File: config.mk
export PLATFORM = sky130hd
export DESIGN_NAME = mrt_front
export DESIGN_NICKNAME = d
export VERILOG_FILES = /design/src/rtl/core/mrt_pkg.sv /design/src/rtl/core/mrt_front.sv
export SDC_FILE = /design/constraint.sdc
export NUM_CORES = 1
export LEC_CHECK = 0
export ABC_AREA = 1
export BUFFER_PORTS_ARGS = -buffer_cell sky130_fd_sc_hd__buf_2
export CORE_MARGIN = 3
export CORE_UTILIZATION = 62
export CTS_CLUSTER_DIAMETER = 60
export DETAILED_ROUTE_END_ITERATION = 10
export PLACE_DENSITY = 0.95
export SYNTH_ARGS = -nofsm -noshare
export SYNTH_HDL_FRONTEND = slang
export SYNTH_SLANG_ARGS = --single-unit
export TNS_END_PERCENT = 20
File: constraint.sdc
create_clock -name clk -period 21.7 [get_ports clk]
set_input_delay 5.425 -clock clk [delete_from_list [all_inputs] [get_ports clk]]
set_output_delay 5.425 -clock clk [all_outputs]
set_load 0.005 [all_outputs]
File: src/rtl/core/mrt_pkg.sv
`timescale 1ns / 1ps
// ----------------------------------------------------------------------------
// mrt_pkg
// Types, widths and latencies of the midpoint ray triangulation block.
// ----------------------------------------------------------------------------
package mrt_pkg;

  localparam int ROT_W      = 21;
  localparam int ROW_W      = 3 * ROT_W;
  localparam int IN_W       = 32;
  localparam int QW         = 48;
  localparam int CFG_IDX_W  = 3;
  localparam int CFG_DATA_W = 64;
  localparam int QDEPTH_DEF = 4;

  // datapath widths
  localparam int RP_W    = 53;             // rotation entry times image coordinate
  localparam int V2_W    = 55;             // rotated second ray
  localparam int DOT_P_W = 2 * V2_W;
  localparam int SUM_W   = 112;            // a, b, c, d, e
  localparam int WIDE_W  = 2 * SUM_W;
  localparam int NUM_W   = 178;
  localparam int DEN_W   = 174;            // denominator is never negative
  localparam int PROD_W  = IN_W + NUM_W;
  localparam int MAG_W   = PROD_W - 1;

  localparam logic signed [IN_W-1:0] ONE_Q24 = 32'sd16777216;

  localparam logic [ROW_W-1:0] ROT_ROW0_RST = 63'd524288;
  localparam logic [ROW_W-1:0] ROT_ROW1_RST = 63'd1099511627776;
  localparam logic [ROW_W-1:0] ROT_ROW2_RST = 63'd2305843009213693952;

  localparam logic [QW:0] LIM_POS = {2'b00, {(QW-1){1'b1}}};
  localparam logic [QW:0] LIM_NEG = {2'b01, {(QW-1){1'b0}}};
  localparam logic signed [QW-1:0] SAT_POS = {1'b0, {(QW-1){1'b1}}};
  localparam logic signed [QW-1:0] SAT_NEG = {1'b1, {(QW-1){1'b0}}};

  typedef enum logic [CFG_IDX_W-1:0] {
    CFG_ROT_ROW0 = 3'd0,
    CFG_ROT_ROW1 = 3'd1,
    CFG_ROT_ROW2 = 3'd2,
    CFG_TRANS_X  = 3'd3,
    CFG_TRANS_Y  = 3'd4,
    CFG_TRANS_Z  = 3'd5
  } cfg_index_t;

  typedef struct packed {
    logic signed [IN_W-1:0] ray1_x;
    logic signed [IN_W-1:0] ray1_y;
    logic signed [IN_W-1:0] ray2_x;
    logic signed [IN_W-1:0] ray2_y;
  } pair_t;

  typedef struct packed {
    logic signed [QW-1:0] out_x;
    logic signed [QW-1:0] out_y;
    logic signed [QW-1:0] out_z;
    logic                 parallel_rays;
    logic                 saturated;
  } point_t;

  typedef struct packed {
    logic [ROW_W-1:0]       rot_row0;
    logic [ROW_W-1:0]       rot_row1;
    logic [ROW_W-1:0]       rot_row2;
    logic signed [IN_W-1:0] trans_x;
    logic signed [IN_W-1:0] trans_y;
    logic signed [IN_W-1:0] trans_z;
  } cfg_t;

  // latency of mrt_mul: sign strip, one 32x32 partial product per stage, sign restore
  function automatic int mul_lat(input int wa, input int wb);
    return 2 + ((wa + 31) / 32) * ((wb + 31) / 32);
  endfunction

  localparam int LAT_DOT  = mul_lat(V2_W, V2_W);
  localparam int LAT_WIDE = mul_lat(SUM_W, SUM_W);
  localparam int LAT_PROD = mul_lat(IN_W, NUM_W);

  function automatic logic signed [ROT_W-1:0] rot_entry(input logic [ROW_W-1:0] row,
                                                        input int col);
    return row[ROT_W*col +: ROT_W];
  endfunction

endpackage

File: src/rtl/core/mrt_front.sv
`timescale 1ns / 1ps
// ----------------------------------------------------------------------------
// mrt_front
// Input side: takes point pairs and holds them in a short queue.
// ----------------------------------------------------------------------------
module mrt_front
  import mrt_pkg::*;
#(
  parameter int DEPTH = QDEPTH_DEF
) (
  input  logic  clk,
  input  logic  rst,
  input  logic  pair_valid,
  output logic  pair_ready,
  input  pair_t pair,
  input  logic  pop,
  output logic  head_valid,
  output pair_t head
);

  localparam int AW = (DEPTH > 1) ? $clog2(DEPTH) : 1;
  localparam int CW = $clog2(DEPTH + 1);

  pair_t         slots [DEPTH];
  logic [AW-1:0] wr_ptr, rd_ptr;
  logic [CW-1:0] count;
  logic          push;

  assign pair_ready = count != CW'(DEPTH);
  assign push       = pair_valid && pair_ready;
  assign head_valid = count != '0;
  assign head       = slots[rd_ptr];

  always_ff @(posedge clk) begin
    if (rst) begin
      wr_ptr <= '0;
      rd_ptr <= '0;
      count  <= '0;
    end else begin
      if (push) wr_ptr <= (wr_ptr == AW'(DEPTH - 1)) ? '0 : wr_ptr + 1'b1;
      if (pop)  rd_ptr <= (rd_ptr == AW'(DEPTH - 1)) ? '0 : rd_ptr + 1'b1;
      case ({push, pop})
        2'b10:   count <= count + 1'b1;
        2'b01:   count <= count - 1'b1;
        default: count <= count;
      endcase
    end
  end

  always_ff @(posedge clk) begin
    if (push) slots[wr_ptr] <= pair;
  end

endmodule

[Yosys cells after proc, flatten, opt, wreduce, memory -nomap -nowiden]
Memories as Yosys holds them, arrays and structs flattened. A register that Yosys moved wholly into a read port is not among the register bits.
Index checks and enable logic that the tools add are counted.
Operators by class
  $add $sub $neg: 4
  eq/ne operators: 5
  muxes and demuxes: 7
  reduce and logical (&&, ||, !) cells: 3
Operators with widths (count)
  $mux 2: 4
  $eq 2x2->1 const B: 3
  $pmux 3 s2: 1
  $add 2x1->2 const B: 2
  $add 3x1->3 const B: 1
  $ne 3x3->1 const B: 1
  $reduce_bool 3->1: 1
  $sub 3x1->3 const B: 1
  $eq 2x1->1 const B: 1
  $mux 1: 2
  $reduce_bool 2->1: 1
  $logic_and 1x1->1: 1
Storage, ports and cells
  register bits after elaboration: 7
  bits in writable memories: 512
  input bits: 132
  output and inout bits: 130
  word-level logic and storage cells: 23
  memories kept: 1
Memories
  slots: depth 4, bits a word 128, rd ports 1, clocked after Yosys merged registers in 1, wr ports 1, RTL line mrt_front.sv:24  | pair_t slots [DEPTH];

[Depth between registers and ports, before layout]
  word-level depth: 4
  gate-level depth with buffers: 12

[Worst setup path after synthesis]
No wires, ideal clock.
  path type: input port to flip-flop
  from: input port pair_valid
  to: memory slots[0][0] (netlist bit) (enable)
  setup time: 617 ps
  arrival: 10864 ps
  required time: 21083 ps
  setup slack: 10218 ps
  stages: 2
  buffers on the path: 0
  path through: nand2_1 > nor2_1
Between the ends
  word-level cells in the longest chain between the ends: 3
RTL lines
  start, declared: RTL line mrt_front.sv:13  | input logic pair_valid,
  $logic_and 1x1->1: RTL line mrt_front.sv:30  | assign push = pair_valid && pair_ready;
  $mux 1: RTL line mrt_front.sv:51  | if (push) slots[wr_ptr] <= pair;
  $mux 1 (implied by the code): RTL line mrt_front.sv:51
  end, declared: RTL line mrt_front.sv:24
Every way passes these cells.

==> flow_metrics.py <==
metrics = {
    "sta": {
        "maxSlewViolCount": 0,
        "finalCritPeriodShare": 0.405,
        "rsz0062_at_grt": "false",
        "slew_headroom": 0.281,
        "hold_violations": 0,
        "worst_pin_slew_ns": 1.08,
        "max_freq_mhz": 114,
        "setup_tns_ns": 0,
        "fin_ws_ns": 12.90,
        "final.min_clock_period_ns": 8.80,
        "finalClockSkew_ns": 0.0178,
        "setup_violations": 0,
    },
    "logic_synthesis": {
        "synth_top_area_frac": 0.776,
        "synthArstFlopShare": 0,
        "synth_edf_count": 512,
        "ys_top_cells_by_count": "512 x edfxtp_1, 236 x nor2_1, 147 x o21ai_0",
        "synthFlopType": "edfxtp_1",
        "postSynthCellCount": 1302,
        "ys_warn_count": 0,
        "yosysSeqAreaShare": 0.785,
        "synthesis.nets": 1441,
        "ys_types": 26,
        "synth_area_leader_cell": "edfxtp_1",
        "synth.area.top_cells": "edfxtp_1 78%, nor2_1 4.5%, o21ai_0 3.7%",
        "ys_ff_latch": 521,
        "synth_most_common_cell": "edfxtp_1",
        "synthesis.area_um2": 19800,
        "avgSynthCellArea_um2": 15.2,
    },
    "floorplanning": {
        "pin_count": 262,
        "core_um2": 31100,
        "dieArea_um2": 34100,
        "die_w_um": 185,
        "initial_core_util": 0.637,
        "die_h_um": 185,
        "fp-row-count": 64,
    },
    "global_routing": {
        "overflow": 0,
        "grt_max_degree": 168,
        "grt_pass1_vias": 12300,
        "grt_use_total": 0.253,
        "grt_pass1_wl_mm": 66.8,
        "antenna_found_initial": 12,
    },
    "power": {
        "ir_worst_vdd_uv": 94.8,
        "power_leakage_nw": 7.96,
        "powerDensity_nw_per_um2": 99.4,
    },
    "cts": {
        "cts_buffers": 50,
        "cts_resized": 0,
        "clock_path_buffers": 3,
        "cts_root_buf": "clkbuf_16",
        "ctsHoldBuffers": 0,
        "cts.sinks": 521,
        "cts_max_level": 2,
        "clk_latency_ns": 0.54,
        "cts_tree": "built",
        "cts_setup_buffers": 0,
        "path_clk_slew_ns": 0.06,
    },
    "cells_and_area": {
        "areaGrowthSynthToFinish_pct": 15.0,
        "finalNonFillerCells": 1987,
        "nNetsFinal": 1683,
        "drive_gt1_frac": 0.268,
        "final_util": 0.733,
    },
    "route": {
        "wl_mm": 44.2,
        "viasPerCell": 6.10,
        "post_drt_wl_per_cell_um": 22.2,
        "vias": 12100,
        "drtPass1Iterations": 6,
        "initialDrtViolationCount": 1234,
        "ant_nets": 0,
        "drcViolationCount": 0,
    },
    "setup_path": {
        "critPathKind": "register to output pin",
        "cp.arrival_ns": 3.37,
        "start_kind": "register",
        "reg2reg_depth": 6,
        "required_ns": 16.27,
        "path_max_fanout": 167,
        "cp-end-kind": "output pin",
    },
    "outcome": {
        "status": "finished clean",
    },
    "place": {
        "pre_cts_ws_ns": 13.40,
        "gp_congestion": 0.740,
        "port_buffers": 261,
        "place_inst": 1888,
        "hpwl_mm": 24.5,
    },
    "hold_path": {
        "hp-class": "register to register",
        "holdPathStages": 2,
    },
    "run": {
        "max-cap-violations": 0,
    },
}
routing by layer:
metal	GRT usage	wire (um)	vias up
met1	0.318	16100	5974
met2	0.437	22800	595
met4	0.0792	1030	16
met5	0	104	-
li1	-	-	5433
met3	0.0647	4100	97
sequential cells by signal, summed over array words and instances (netlist names), named ones only:
| signal | count |
|---|---|
| count | 3 |
| rd_ptr | 2 |
| slots | 512 |
| wr_ptr | 2 |
cells by family (layout without fill, tap and decap cells):
group                      after synthesis  count (layout)  synth area share
adders and majority gates                7               7           0.00480
DFF                                    521             521             0.785
buffers and inverters                  101             384            0.0323
AOI/OAI and AO/OA                      392             392             0.120
other                                    0               6                 0
and+or+nand+nor                        281             281            0.0577
cells in the final DEF, fill, tap and decap left out:
master	synthesis	final
edfxtp_1	512	512
inv_8	0	1
bufinv_16	0	4
clkbuf_1	35	15
inv_6	0	1
buf_2	17	261
dfxtp_4	0	2
nand3b_1	1	1
o21ai_1	112	112
clkinv_1	0	8
nor3_1	1	1
nor2_2	30	30
nor2_4	0	4
nor2_1	236	232
buf_4	9	13
clkbuf_8	0	3
ha_1	6	6
inv_2	3	2
a21oi_1	5	5
clkinvlp_4	0	1
inv_4	1	1
dfxtp_1	9	7
nand3_1	4	4
nand2_1	8	8
clkbuf_16	0	51
o22ai_2	40	40
clkinv_2	0	10
nand4_1	1	1
o21ai_0	147	147
diode_2	0	6
inv_1	13	13
o22ai_1	88	88
fa_1	1	1
worst max-delay path, cell delays in order (launching register included):
cell and delay (ns):
dfxtp_4 0.58, inv_8 0.68, buf_4 0.86, nor2_1 0.12, o22ai_1 0.30, buf_2 0.17
worst paths after layout:
path	start	endpoint	slack, ns
hold / removal	count[0]	count[0]	0.51
setup / recovery	register	head[29]	12.90
setup reg to reg	count[1]	slots[3][116]	18.49
hold reg to reg	count[0]	count[0]	0.51
cell type report:
class,count,area [um2]
sequential,521,15600
fill,1785,8290
multi-input combinational,680,3640
timing repair buffer,274,1400
clock buffer,69,1370
tap,396,495
clock inverter,24,216
inverter,17,73.8
antenna,6,15.0
report_power, final:
part           total (W)  switching, W  internal (W)
sequential       0.00119     0.0000223       0.00117
combinational   0.000228      0.000151     0.0000774
clock           0.000841      0.000351      0.000490
per-stage QoR:
step	total power, W	cell area (um2)	hold WS, ns
after floorplan	0.00135	19800	0.474
after global placement	0.00142	21200	0.485
after detailed placement	0.00144	21200	0.500
after CTS	0.00227	22800	0.508
after global routing	0.00234	22800	0.554
final	0.00226	22800	0.512
Note: power is estimated with default switching activity, not from simulation.
